==> config.mk <==
export PLATFORM = sky130hd
export DESIGN_NAME = lac_div
export DESIGN_NICKNAME = d
export VERILOG_FILES = /design/src/design/lac_div.sv
export SDC_FILE = /design/constraint.sdc
export NUM_CORES = 1
export LEC_CHECK = 0
export CAP_MARGIN = 20
export CORE_MARGIN = 5
export CORE_UTILIZATION = 23
export DETAILED_ROUTE_END_ITERATION = 8
export DONT_BUFFER_PORTS = 1
export GPL_TIMING_DRIVEN = 0
export PLACE_DENSITY_LB_ADDON = 0.25
export SLEW_MARGIN = 20
export SYNTH_ARGS = -nofsm -noshare
export SYNTH_HDL_FRONTEND = slang
export SYNTH_SLANG_ARGS = --single-unit
==> constraint.sdc <==
create_clock -name clk -period 8.37 [get_ports clk]
set_input_delay 1.674 -clock clk [delete_from_list [all_inputs] [get_ports clk]]
set_output_delay 1.674 -clock clk [all_outputs]
set_load 0.02 [all_outputs]
==> src/design/lac_div.sv <==
`default_nettype none
// ----------------------------------------------------------------------------
// lac_div
// Pipelined restoring divider, one quotient bit per stage, MSB first.
// Caller guarantees num < den << QW.
// ----------------------------------------------------------------------------
module lac_div #(
  parameter int unsigned NW = 32,
  parameter int unsigned DW = 16,
  parameter int unsigned QW = 16,
  parameter int unsigned TW = 8
) (
  input  wire logic          clk,
  input  wire logic          rst_n,
  input  wire logic          en,
  input  wire logic          v_in,
  input  wire logic [NW-1:0] num,
  input  wire logic [DW-1:0] den,
  input  wire logic [TW-1:0] tag_in,
  output logic               v_out,
  output logic [QW-1:0]      quo,
  output logic [TW-1:0]      tag_out
);

  localparam int unsigned W = (NW > DW + QW) ? NW : DW + QW;

  logic [W-1:0]  rem_r [QW];
  logic [QW-1:0] q_r   [QW];
  logic [DW-1:0] den_r [QW];
  logic [TW-1:0] tag_r [QW];
  logic [QW-1:0] v_r;

  for (genvar k = 0; k < QW; k++) begin : g_stage
    localparam int unsigned B = QW - 1 - k;
    logic [W-1:0]  rem_s;
    logic [QW-1:0] q_s;
    logic [DW-1:0] den_s;
    logic [TW-1:0] tag_s;
    logic          v_s;
    logic [W-1:0]  dsh;
    logic [W-1:0]  rem_nxt;
    logic [QW-1:0] q_nxt;

    if (k == 0) begin : g_first
      assign rem_s = W'(num);
      assign q_s   = '0;
      assign den_s = den;
      assign tag_s = tag_in;
      assign v_s   = v_in;
    end else begin : g_rest
      assign rem_s = rem_r[k-1];
      assign q_s   = q_r[k-1];
      assign den_s = den_r[k-1];
      assign tag_s = tag_r[k-1];
      assign v_s   = v_r[k-1];
    end

    always_comb begin
      dsh     = W'(den_s) << B;
      rem_nxt = rem_s;
      q_nxt   = q_s;
      if (rem_s >= dsh) begin
        rem_nxt  = rem_s - dsh;
        q_nxt[B] = 1'b1;
      end
    end

    always_ff @(posedge clk) begin
      if (!rst_n) begin
        v_r[k] <= 1'b0;
      end else if (en) begin
        v_r[k] <= v_s;
      end
      if (en) begin
        rem_r[k] <= rem_nxt;
        q_r[k]   <= q_nxt;
        den_r[k] <= den_s;
        tag_r[k] <= tag_s;
      end
    end
  end

  assign v_out   = v_r[QW-1];
  assign quo     = q_r[QW-1];
  assign tag_out = tag_r[QW-1];

endmodule
`default_nettype wire

---- Word level (Yosys, flattened, before mapping) ----
Memories as Yosys holds them, arrays and structs flattened.
Index checks and enable logic that the tools add are counted.
word-level totals
  bits in registers ....................... 16
  RAM bits ................................ 1,152
  input port bits ......................... 60
  output and inout port bits .............. 25
  memories kept ........................... 4
cells by class
  $add $sub $neg .......................... 16
  $lt $le $gt $ge ......................... 16
  multiplexer cells ....................... 34
memories
  memory  depth  width  read ports  clocked after memory_dff  wr ports  line  RTL
  rem_r   16     32     15          0                         16        27    logic [W-1:0] rem_r [QW];
  den_r   16     16     15          0                         16        29    logic [DW-1:0] den_r [QW];
  q_r     16     16     16          0                         16        28    logic [QW-1:0] q_r [QW];
  tag_r   16     8      16          0                         16        30    logic [TW-1:0] tag_r [QW];
operator list
  cell                                              number
  32-bit 2-to-1 mux                                 16
  32-bit by 16-bit >= comparator with 1-bit output  1
  32-bit by 17-bit >= comparator with 1-bit output  1
  32-bit by 18-bit >= comparator with 1-bit output  1
  32-bit by 19-bit >= comparator with 1-bit output  1
  32-bit by 20-bit >= comparator with 1-bit output  1
  32-bit by 21-bit >= comparator with 1-bit output  1
  32-bit by 22-bit >= comparator with 1-bit output  1
  32-bit by 23-bit >= comparator with 1-bit output  1
  32-bit by 24-bit >= comparator with 1-bit output  1
  32-bit by 25-bit >= comparator with 1-bit output  1
  32-bit by 26-bit >= comparator with 1-bit output  1
  32-bit by 27-bit >= comparator with 1-bit output  1
  32-bit by 28-bit >= comparator with 1-bit output  1
  32-bit by 29-bit >= comparator with 1-bit output  1
  32-bit by 30-bit >= comparator with 1-bit output  1
  32-bit by 31-bit >= comparator with 1-bit output  1
  32-bit by 16-bit subtractor with 32-bit output    1
  32-bit by 17-bit subtractor with 32-bit output    1
  32-bit by 18-bit subtractor with 32-bit output    1
  32-bit by 19-bit subtractor with 32-bit output    1
  32-bit by 20-bit subtractor with 32-bit output    1
  32-bit by 21-bit subtractor with 32-bit output    1
  32-bit by 22-bit subtractor with 32-bit output    1
  10 further kinds                                  27

---- Longest topological paths before layout ----
An unclocked memory read counts as a cell.
  depth in word-level cells ............... 3
  depth in mapped cells ................... 13
  depth with buffers taken out ............ 12

---- Least setup slack after synthesis ----
Ideal clock, no wire load.
  path kind ............................... input to register
  from .................................... input port num[15]
  to ...................................... memory rem_r[0][31] (netlist bit), data pin
  arrival time ............................ 3.510 ns
  data required time ...................... 8.110 ns
  slack ................................... 4.600 ns
  stages on the path ...................... 11
  buffers on the path ..................... 0
  cell sequence ........................... inv_1 > ha_1 > fa_1 > nor2b_1 > o31a_1 > o211ai_1 > nand2_1 > a21oi_1 > nor2b_1 > o21ai_0 > mux2_2
RTL lines
  element             line  RTL
  start: declaration  17    input wire logic [NW-1:0] num,
  end: declaration    27

==> qor.yml <==
status: "complete, no violations"
final_cell_area_um2: 55800
postLayoutCoreUtil_pct: 26.6
drc_errors: 0
first_global_vias: 30300
rsz0062_at_grt: "no"
maxSlewViolCount: 0
synth-edff-count: 984
netlist_top_cells_area: "edfxtp_1, ha_1, xor2_1, a21oi_1, inv_1"
synth_cells: 3874
cts_made_buffers: 114
power_density_nw_per_um2: 307
firstDrtPassIters: 5
clock_path_buffers: 3
ys_warn_count: 0
coreArea_um2: 210000
fillers: 21700
wirelength_um: 98100
criticalPathCategory: "in2reg"
hpwl_um: 71400
syn2layout_area_growth_pct: 15.0
hold_viol: 0
gp_congestion: 0.837
dpl_worst_slack_ns: 3.18
ant_nets: 0
maxCapViolCount: 0
grt-ovfl-total: 0
cts_sinks: 1000
clkLatencyLatePin_ns: 0.74
wl_per_cell_um: 14.2
grt_max_degree: 215
layout_min_cycle_time_ns: 4.55
antenna_found_initial: 1
die_x_um: 469
hold_slack_ns: 0.396
io_pins: 85
hold_class: "reg2reg"
end_kind: "register"
grt.total_usage_pct: 8.71
ctsResizeCount: 0
vias: 29200
hold_buffers: 0
use_met1_pct: 9.24
grt.busiest_layer: "met2"
cts-root-buf: "clkbuf_16"
dp_cells: 6684
avgSynthCellArea_um2: 12.5
setup_viol: 0
setup_tns_ns: 0
dieArea_um2: 220000
layout_common_cells: "edfxtp_1, inv_1, a21oi_1, ha_1, nand2_1"
required_ns: 8.71
fin_worst_skew_ns: 0.0275
tightest_slew_ns: 1.08
crit_fanout: 214
clkSlewWorstSetupHoldPaths_ns: 0.06
placementRows: 168
ys_types: 90
mostFrequentLayoutCell: "edfxtp_1"
grt_pass1_wl_um: 158000
synth.cell_area_um2: 48500
initial_core_util_pct: 23.1
vias_per_cell: 4.23
fmax_mhz: 220
ys_ff_latch: 1000
synth_ff_type: "edfxtp_1"
cts_tree: "done"
die_y_um: 469
synth.net_count: 4205
yosys.area.top_type_share_pct: 60.9
min_period_over_period_pct: 54.3
num_antenna_cells: 0
leakagePower_nw: 20.3
dpl_cell_area_um2: 52200
cts_setup_buffers: 0
drtIter0Drc: 1422
setup_slack_ns: 3.82
layout.nets: 4326
grtUsageMet2_pct: 15.9
yosysTopAreaCell: "edfxtp_1"
ir_drop_uv: 170
p_total_mw: 17.1
met3_usage_pct: 1.92
htree_levels: 3
critPathLaunchType: "input port"
drive_gt1_share_pct: 6.58
synth-seq-area-share_pct: 61.6
async_reset_ff_share_pct: 0
crit_arrival_ns: 4.88
max_slew_margin_pct: 27.5
stdcell_count: 6891
io_buffers: 0
-- worst max-delay path: stages --
cell    delay (ns)
buf_16        0.66
buf_16        0.62
buf_16        0.65
buf_16        0.65
-- Yosys cell counts, types with 8 or more instances --
library cell / n
o41ai_1: 10
or2_2: 21
nor2b_1: 52
mux2i_1: 21
mux2_2: 42
ha_1: 256
or3_1: 44
o21a_1: 40
clkbuf_1: 65
a311oi_1: 8
o21ai_0: 234
nand4_1: 41
o31ai_1: 25
nand3_1: 62
or4_1: 20
a21oi_1: 256
a31oi_1: 35
and2_1: 15
o211ai_1: 13
a211o_1: 9
xor2_1: 149
buf_2: 8
nor3b_1: 11
o21bai_1: 17
fa_1: 15
xnor2_1: 139
a21o_1: 89
nand4b_1: 8
nor3_1: 84
a21boi_0: 13
nor4_1: 52
nand2_1: 255
a2111oi_0: 12
dfxtp_1: 16
a211oi_1: 21
and3_1: 17
inv_1: 329
o31a_1: 16
nand2b_1: 38
nor4b_1: 15
edfxtp_1: 984
nor2_1: 209
-- kinds of logic (layout without fill, tap and decap cells) --
| group | after synthesis | in the layout | share of synthesized area, % |
|---|---|---|---|
| AND/OR/NAND/NOR | 972 | 972 | 10.1 |
| multiplexers | 66 | 66 | 1.49 |
| XOR/XNOR | 288 | 288 | 5.20 |
| flip-flops | 1000 | 1000 | 61.6 |
| AO/OA/AOI/OAI | 864 | 864 | 11.1 |
| adder cells (fa/ha/maj) | 271 | 271 | 7.22 |
| buffers and inverters | 413 | 625 | 3.28 |
-- where the power goes --
group	internal [mW]	switching, mW
Clock	2.78	2.03
Combinational	2.18	2.87
Sequential	6.75	0.542
Total	11.7	5.44
-- state kept, by name (all words and copies together) (netlist names) --
| signal | cells |
|---|---|
| rem_r | 480 |
| den_r | 240 |
| q_r | 136 |
| tag_r | 128 |
| g_stage.v_s | 15 |
| v_out | 1 |
-- layout make-up --
type / instances / area (um^2) / share of cell area (%)
Clock buffer: 142 / 2990 / 5.36
Tap cell: 2805 / 3510 / 6.29
Sequential cell: 1000 / 29900 / 53.5
Multi-Input combinational cell: 2461 / 17100 / 30.6
Clock inverter: 65 / 622 / 1.11
Buffer: 82 / 349 / 0.626
Timing Repair Buffer: 5 / 138 / 0.247
Inverter: 331 / 1240 / 2.23
-- path summary, 6_finish.rpt --
check	startpoint	end	slack [ns]	cells after the start
max reg2reg	rem_r[1][21]	rem_r[1][38]	3.97	9
min reg2reg	q_r[0][121]	q_r[1][9]	0.40	0
max	en	rem_r[0][28]	3.82	4
min	q_r[0][121]	q_r[1][9]	0.40	0
-- metal layers --
metal | vias up | routed length [um]
met5 | - | 0
met4 | 0 | 5820
met3 | 295 | 3710
met2 | 533 | 49700
met1 | 13700 | 38900
li1 | 14700 | -
(Power assumes the default switching activity.)
